**src/rtl/accpu_pkg.sv**
```systemverilog
// Shared constants, codes and types for the 8-bit accumulator machine.
// No dependencies; used by every module of the block.
package accpu_pkg;

   localparam int MEM_WORDS = 32;
   localparam int ADDR_W    = 5;
   localparam int DATA_W    = 8;
   localparam int OPC_W     = 3;
   localparam int ITEM_OP_W = 2;

   // item kinds carried on req_tuser
   localparam logic [ITEM_OP_W-1:0] ITEM_LOAD    = 2'd0;
   localparam logic [ITEM_OP_W-1:0] ITEM_STEP    = 2'd1;
   localparam logic [ITEM_OP_W-1:0] ITEM_RESTART = 2'd2;

   // instruction opcodes, top three bits of a memory word
   localparam logic [OPC_W-1:0] OPC_STA = 3'd0;
   localparam logic [OPC_W-1:0] OPC_LDA = 3'd1;
   localparam logic [OPC_W-1:0] OPC_BEQ = 3'd2;
   localparam logic [OPC_W-1:0] OPC_NOP = 3'd3;
   localparam logic [OPC_W-1:0] OPC_DEC = 3'd4;
   localparam logic [OPC_W-1:0] OPC_INC = 3'd5;
   localparam logic [OPC_W-1:0] OPC_JMP = 3'd6;
   localparam logic [OPC_W-1:0] OPC_HLT = 3'd7;

   typedef logic [ADDR_W-1:0] addr_type;
   typedef logic [DATA_W-1:0] word_type;
   typedef logic [OPC_W-1:0]  opc_type;

   // machine state after one item, plus the memory write it causes
   typedef struct packed {
      word_type acc;
      addr_type pc;
      logic     halt;
      logic     mem_we;
      addr_type mem_addr;
      word_type mem_data;
      opc_type  executed;
   } exec_type;

endpackage

```
**src/rtl/accpu_regfile.sv**
```systemverilog
// 32 x 8 flop memory: one write port, instruction fetch and operand read ports.
// Depends on accpu_pkg.
module accpu_regfile (
   input  logic              clock,
   input  logic              reset,
   input  logic              wr_en,
   input  accpu_pkg::addr_type wr_addr,
   input  accpu_pkg::word_type wr_data,
   input  accpu_pkg::addr_type fetch_addr,
   output accpu_pkg::word_type fetch_data,
   input  accpu_pkg::addr_type oper_addr,
   output accpu_pkg::word_type oper_data
);
   import accpu_pkg::*;

   word_type mem_ff [MEM_WORDS];

   always_ff @(posedge clock) begin
      if (reset) begin
         for (int i = 0; i < MEM_WORDS; i++) begin
            mem_ff[i] <= '0;
         end
      end else if (wr_en) begin
         mem_ff[wr_addr] <= wr_data;
      end
   end

   assign fetch_data = mem_ff[fetch_addr];
   assign oper_data  = mem_ff[oper_addr];

endmodule

```
**src/rtl/accpu_exec.sv**
```systemverilog
// Decode and execute of one item against the current machine state.
// Depends on accpu_pkg.
module accpu_exec (
   input  logic [accpu_pkg::ITEM_OP_W-1:0] item_op,
   input  accpu_pkg::addr_type load_address,
   input  accpu_pkg::word_type load_data,
   input  accpu_pkg::word_type acc,
   input  accpu_pkg::addr_type pc,
   input  logic                halt,
   input  accpu_pkg::word_type fetch_word,
   output accpu_pkg::addr_type oper_addr,
   input  accpu_pkg::word_type oper_word,
   output accpu_pkg::exec_type nxt
);
   import accpu_pkg::*;

   opc_type  opcode;
   addr_type x;
   addr_type pc_inc;

   assign opcode    = fetch_word[DATA_W-1 -: OPC_W];
   assign x         = fetch_word[ADDR_W-1:0];
   assign pc_inc    = pc + addr_type'(1);
   assign oper_addr = x;

   always_comb begin
      nxt          = '0;
      nxt.acc      = acc;
      nxt.pc       = pc;
      nxt.halt     = halt;
      nxt.mem_addr = x;
      nxt.mem_data = acc;
      case (item_op)
         ITEM_LOAD: begin
            nxt.mem_we   = 1'b1;
            nxt.mem_addr = load_address;
            nxt.mem_data = load_data;
         end
         ITEM_STEP: begin
            if (!halt) begin
               nxt.executed = opcode;
               case (opcode)
                  OPC_STA: begin
                     nxt.mem_we = 1'b1;
                     nxt.pc     = pc_inc;
                  end
                  OPC_LDA: begin
                     nxt.acc = oper_word;
                     nxt.pc  = pc_inc;
                  end
                  OPC_BEQ: nxt.pc = (acc == '0) ? x : pc_inc;
                  OPC_NOP: nxt.pc = pc_inc;
                  OPC_DEC: begin
                     nxt.acc = acc - word_type'(1);
                     nxt.pc  = pc_inc;
                  end
                  OPC_INC: begin
                     nxt.acc = acc + word_type'(1);
                     nxt.pc  = pc_inc;
                  end
                  OPC_JMP: nxt.pc = x;
                  default: nxt.halt = 1'b1;   // halt: pc holds
               endcase
            end
         end
         ITEM_RESTART: begin
            nxt.acc  = '0;
            nxt.pc   = '0;
            nxt.halt = 1'b0;
         end
         default: ;   // unused item kind: state unchanged
      endcase
   end

endmodule

```
**src/rtl/accumulator_cpu_8bit_step_core.sv**
```systemverilog
// Top level of the 8-bit accumulator machine: input register, execute, result register.
// Depends on accpu_pkg, accpu_regfile and accpu_exec.
//
// Usage
//   req channel: one item per handshake. req_tuser gives the item kind (load a
//   memory byte, execute one instruction, restart); req_tdata carries the load
//   address and data, ignored by other kinds.
//   rsp channel: exactly one item per request item, in order, showing the
//   accumulator, program counter, halt flag and executed opcode after it.
//   Timing: the input register takes the item at the accepting edge; machine
//   state and the result register, and so rsp_tvalid, are written when the item
//   fires, which a pending result with rsp_tready low holds back.
//   Throughput: one item per cycle while results are taken. The whole instruction
//   (fetch from the flop memory, decode, operand read, write back) sits between the
//   input register and the result register, so consecutive steps chain directly.
//   Reset: accumulator, program counter and halt flag cleared, all 32 memory
//   bytes zeroed, both stages emptied. req_tready stays low while reset is
//   high and is ready again the cycle after reset.
//   Stall: when rsp_tready is low with a result pending, the input register
//   holds its item and req_tready drops once that register is full too.
module accumulator_cpu_8bit_step_core (
   input  logic        clock,
   input  logic        reset,
   // request channel
   input  logic        req_tvalid,
   output logic        req_tready,
   input  logic [15:0] req_tdata,   // [4:0] load_address, [12:5] load_data, rest zero
   input  logic [1:0]  req_tuser,   // [1:0] op
   // result channel
   output logic        rsp_tvalid,
   input  logic        rsp_tready,
   output logic [23:0] rsp_tdata    // [7:0] accumulator, [12:8] program_counter,
                                    // [13] halted, [16:14] executed_opcode, rest zero
);
   import accpu_pkg::*;

   // input register
   logic                 in_valid_ff, in_valid_in;
   logic [ITEM_OP_W-1:0] in_op_ff,    in_op_in;
   addr_type             in_addr_ff,  in_addr_in;
   word_type             in_data_ff,  in_data_in;

   // machine state
   word_type acc_ff,  acc_in;
   addr_type pc_ff,   pc_in;
   logic     halt_ff, halt_in;

   // result register
   logic        rsp_valid_ff, rsp_valid_in;
   logic [23:0] rsp_data_ff,  rsp_data_in;

   logic     advance;
   logic     fire;
   word_type fetch_word;
   word_type oper_word;
   addr_type oper_addr;
   exec_type nxt;

   // result register free or being emptied this cycle
   assign advance    = !rsp_valid_ff || rsp_tready;
   assign fire       = in_valid_ff && advance;
   assign req_tready = !reset && (!in_valid_ff || advance);

   assign rsp_tvalid = rsp_valid_ff;
   assign rsp_tdata  = rsp_data_ff;

   accpu_regfile u_regfile (
      .clock      (clock),
      .reset      (reset),
      .wr_en      (fire && nxt.mem_we),
      .wr_addr    (nxt.mem_addr),
      .wr_data    (nxt.mem_data),
      .fetch_addr (pc_ff),
      .fetch_data (fetch_word),
      .oper_addr  (oper_addr),
      .oper_data  (oper_word)
   );

   accpu_exec u_exec (
      .item_op      (in_op_ff),
      .load_address (in_addr_ff),
      .load_data    (in_data_ff),
      .acc          (acc_ff),
      .pc           (pc_ff),
      .halt         (halt_ff),
      .fetch_word   (fetch_word),
      .oper_addr    (oper_addr),
      .oper_word    (oper_word),
      .nxt          (nxt)
   );

   always_comb begin
      in_valid_in  = in_valid_ff;
      in_op_in     = in_op_ff;
      in_addr_in   = in_addr_ff;
      in_data_in   = in_data_ff;
      acc_in       = acc_ff;
      pc_in        = pc_ff;
      halt_in      = halt_ff;
      rsp_valid_in = rsp_valid_ff;
      rsp_data_in  = rsp_data_ff;

      if (req_tready) begin
         in_valid_in = req_tvalid;
         in_op_in    = req_tuser;
         in_addr_in  = req_tdata[ADDR_W-1:0];
         in_data_in  = req_tdata[ADDR_W +: DATA_W];
      end

      if (fire) begin
         acc_in       = nxt.acc;
         pc_in        = nxt.pc;
         halt_in      = nxt.halt;
         rsp_valid_in = 1'b1;
         rsp_data_in  = {7'd0, nxt.executed, nxt.halt, nxt.pc, nxt.acc};
      end else if (rsp_tready) begin
         rsp_valid_in = 1'b0;
      end
   end

   always_ff @(posedge clock) begin
      if (reset) begin
         in_valid_ff  <= 1'b0;
         rsp_valid_ff <= 1'b0;
         acc_ff       <= '0;
         pc_ff        <= '0;
         halt_ff      <= 1'b0;
      end else begin
         in_valid_ff  <= in_valid_in;
         rsp_valid_ff <= rsp_valid_in;
         acc_ff       <= acc_in;
         pc_ff        <= pc_in;
         halt_ff      <= halt_in;
      end
   end

   // payload, no reset needed
   always_ff @(posedge clock) begin
      in_op_ff    <= in_op_in;
      in_addr_ff  <= in_addr_in;
      in_data_ff  <= in_data_in;
      rsp_data_ff <= rsp_data_in;
   end

endmodule
```
**config.mk**
```make
export PLATFORM = sky130hd
export DESIGN_NAME = accumulator_cpu_8bit_step_core
export DESIGN_NICKNAME = d
export VERILOG_FILES = /design/src/rtl/accpu_pkg.sv /design/src/rtl/accpu_regfile.sv /design/src/rtl/accpu_exec.sv /design/src/rtl/accumulator_cpu_8bit_step_core.sv
export SDC_FILE = /design/constraint.sdc
export NUM_CORES = 1
export LEC_CHECK = 0
export ABC_AREA = 1
export BUFFER_PORTS_ARGS = -buffer_cell sky130_fd_sc_hd__buf_2
export CORE_MARGIN = 3
export CORE_UTILIZATION = 59
export CTS_BUF_LIST = sky130_fd_sc_hd__clkbuf_4 sky130_fd_sc_hd__clkbuf_8
export CTS_CLUSTER_SIZE = 25
export DETAILED_ROUTE_END_ITERATION = 12
export HOLD_SLACK_MARGIN = 0.08
export PLACE_DENSITY_LB_ADDON = 0.2
export SLEW_MARGIN = 30
export SYNTH_ARGS = -nofsm -noshare
export SYNTH_HDL_FRONTEND = slang
export SYNTH_SLANG_ARGS = --single-unit
```
**constraint.sdc**
```tcl
create_clock -name clock -period 3.68 [get_ports clock]
set_input_delay 0.736 -clock clock [delete_from_list [all_inputs] [get_ports clock]]
set_output_delay 0.736 -clock clock [all_outputs]
set_load 0.02 [all_outputs]
```
==> metrics.txt <==
clk sinks between 300 and 400; Max Cap Viol 0; total CTS buffers approximately 50; CTS Buffer Depth 3; footprint of the multi-input gates around 7800 um^2; Final Instance Area between 20,000 and 25,000 um^2; unrepaired setup endpoints after global routing yes; Post-Route WL a little over 60,000 um; GPL Wtd Cong roughly 0.99; FILL cells 2,393; Setup Skew 31.6 ps; DRC violations left 0; antenna violations before repair 0; outcome complete, no violations; CP Class register to register; vias per cell 6.42; Detailed Routing Iterations Pass 1 7; H-tree Lvls 2; Final Util 0.678; vias in the first global route approximately 16,000; Worst-Margin Slew 753 ps; Fin. Hold Viols 0; CTS tree done; Core ar. just under 30,000 um^2; DPL Wire Length 38,100 um; Power Dens Cells roughly 490 nW/um^2; cells after synthesis approximately 2,100; Worst EP required ~4000 ps; Startpoint Class register; EDFF count, synth 288; Setup WS post-layout about 140 ps; Pins Over Slew Limit 0; P_leak between 7 and 8 nW; input/output buffers 37; initial drt markers around 2,600; Nets roughly 2,200; CP endpoint kind register; grt ovf 0; n_diodes 0; Peak Freq approximately 0.28 GHz; CP max FO 23; flops & latches, synth 309; Rel. slew slack 0.496; placed cells ~2,500; count of final setup violators 0; Async SR Flop Fraction 0; placed inst area between 15,000 and 20,000 um^2; first-pass GRT wire length approximately 90,000 um; period utilization 0.961; minimum clock period about 3500 ps; Clock Pin Slew Worst Setup and Hold Paths about 60 ps; DIE AREA ~32,000 um^2; peak supply drop about 340 uV; clock root buffer master clkbuf_8; Die Ht between 150 and 200 um; Mapped Area between 15,000 and 20,000 um^2; Cell Rows between 60 and 70; largest net degree at the start of global routing between 100 and 150; Distinct cells, synth 44; IO Count 48; Placement Setup Slack -46.6 ps; Clk Latency, worst-skew pair 600 ps; Layout area overhead 13.0%; Die X 180 um; layout cell share with drive strength beyond 1 0.173; fin cells roughly 2,600; Seq/Total Area, Yosys 0.507; Initial Util 0.601; via count around 17,000; post-route ant nets 0; HP Class primary input to register; Storage cell area about 9000 um^2; worst hold slack approximately 320 ps; GRT Util Overall 0.355; CP arrival roughly 3900 ps; Mapped Avg Cell Area roughly 8.3 um^2; synth warn 0; WL/cell ~23 um; main flop type after synthesis edfxtp_1
==> through the flow <==
| stage | TNS (ps) | power [W] |
|---|---|---|
| floorplan | 0 | 0.00579 |
| CTS | 0 | 0.00965 |
| detailed placement | -79.5 | 0.00670 |
| finish | 0 | 0.00985 |
| global placement | -142 | 0.00667 |
| global route | -281 | 0.0102 |
==> kinds of logic after synthesis <==
logic type / synth area share
AOI/OAI and AO/OA: 0.0691
xor gates and xnor gates: 0.00294
adders and majority gates: 0.00811
buffers and inverters: 0.0731
DFF: 0.507
other: 0.000210
and+or+nand+nor: 0.340
==> final timing paths <==
check / depth (start not counted) / to / from / slack (ps)
max: 21 / rsp_tdata[0] / register / 140
min: 1 / in_op_ff[1] / req_tuser[1] / 320
max reg2reg: 21 / rsp_tdata[0] / register / 140
min reg2reg: 2 / in_valid_ff / in_valid_ff / 510
==> repair_timing <==
action                                  in CTS  in global routing
hold buffers                                 0                  0
pin swaps                                    0                  6
buffers inserted                             0                  1
gates cloned                                 0                  6
endpoints found under the setup margin       4                138
gates resized for setup                      3                 36
endpoints found under the hold margin        0                  0
==> critical path: stages (launching register included) <==
cell     delay [ps]
dfxtp_4         410
inv_6            90
buf_12          180
buf_4           180
nand2_1          60
nand3_1          90
nand2_1          90
nand2_1          50
nand3_1         170
nand2_1         210
o21ai_4         290
buf_4           390
buf_4           260
nand3_1         100
nand3_1         120
nand3_1         100
nand2_1         120
nand2_1          70
nand3_1          90
nand2_1          60
nand2_1          70
nand2_1          70
==> layer usage <==
metal / track usage / part of all wire / vias to the layer above
met1: 0.482 / 0.38 / 7808
met2: 0.557 / 0.45 / 1234
met3: 0.0632 / 0.12 / 234
met5: 0 / 0 / -
li1: - / - / 7470
met4: 0.173 / 0.051 / 0
==> area by class of cell <==
type / count / share of cell area
clock buffer: 60 / 0.0381
clock inverter: 35 / 0.0114
inverter: 111 / 0.0218
multi-input combinational: 1552 / 0.387
sequential: 309 / 0.449
tap: 390 / 0.0241
timing repair buffer: 153 / 0.0687
==> placed cells by master (no fill, tap or decap), types with 19 or more instances in the layout <==
cell type	instances
nand2_1	438
buf_2	37
nor3_1	119
nor2_1	187
inv_1	90
edfxtp_1	288
nand3_1	461
o22ai_1	23
clkbuf_8	51
dfxtp_1	19
buf_4	91
nor2_2	49
o21ai_1	23
a21oi_1	42
o21ai_0	88
==> power breakdown <==
| part | switching, W | internal [W] | total (W) | leakage (nW) |
|---|---|---|---|---|
| combinational | 0.00196 | 0.000810 | 0.00277 | 4.21 |
| sequential | 0.0000978 | 0.00398 | 0.00408 | 3.13 |
| clock | 0.00145 | 0.00154 | 0.00300 | 0.517 |
| total | 0.00351 | 0.00633 | 0.00985 | 7.86 |
==> cells in the mapped netlist (2+ instances only) <==
| master | n | area (um^2) |
|---|---|---|
| a21oi_1 | 46 | 230 |
| a32o_1 | 2 | 20.0 |
| buf_1 | 17 | 63.8 |
| buf_2 | 63 | 315 |
| buf_4 | 15 | 113 |
| buf_6 | 10 | 113 |
| clkbuf_1 | 73 | 274 |
| clkinv_1 | 4 | 15.0 |
| dfxtp_1 | 21 | 420 |
| edfxtp_1 | 288 | 8650 |
| ha_1 | 10 | 125 |
| inv_1 | 91 | 342 |
| inv_2 | 15 | 56.3 |
| nand2_1 | 443 | 1660 |
| nand2_2 | 11 | 68.8 |
| nand2_8 | 6 | 120 |
| nand3_1 | 466 | 2330 |
| nand4_4 | 4 | 85.1 |
| nor2_1 | 188 | 706 |
| nor2_2 | 50 | 313 |
| nor2_4 | 2 | 22.5 |
| nor3_1 | 119 | 596 |
| nor3_2 | 10 | 100 |
| nor3b_1 | 2 | 15.0 |
| o211ai_1 | 6 | 45.0 |
| o21ai_0 | 91 | 455 |
| o21ai_1 | 31 | 155 |
| o21ai_2 | 3 | 26.3 |
| o21ai_4 | 2 | 32.5 |
| o221ai_1 | 12 | 105 |
| o22ai_1 | 23 | 144 |
| or2_2 | 4 | 25.0 |
| xor2_1 | 5 | 43.8 |
==> sequential cells by signal, indices dropped and copies added (netlist names), named ones only <==
register / flops
rsp_tvalid: 1
acc_ff: 8
in_addr_ff: 5
in_valid_ff: 1
u_regfile.mem_ff: 256
in_data_ff: 8
in_op_ff: 2
rsp_tdata: 17
halt_ff: 1
pc_ff: 5
Note: power is estimated with default switching activity, not from simulation.
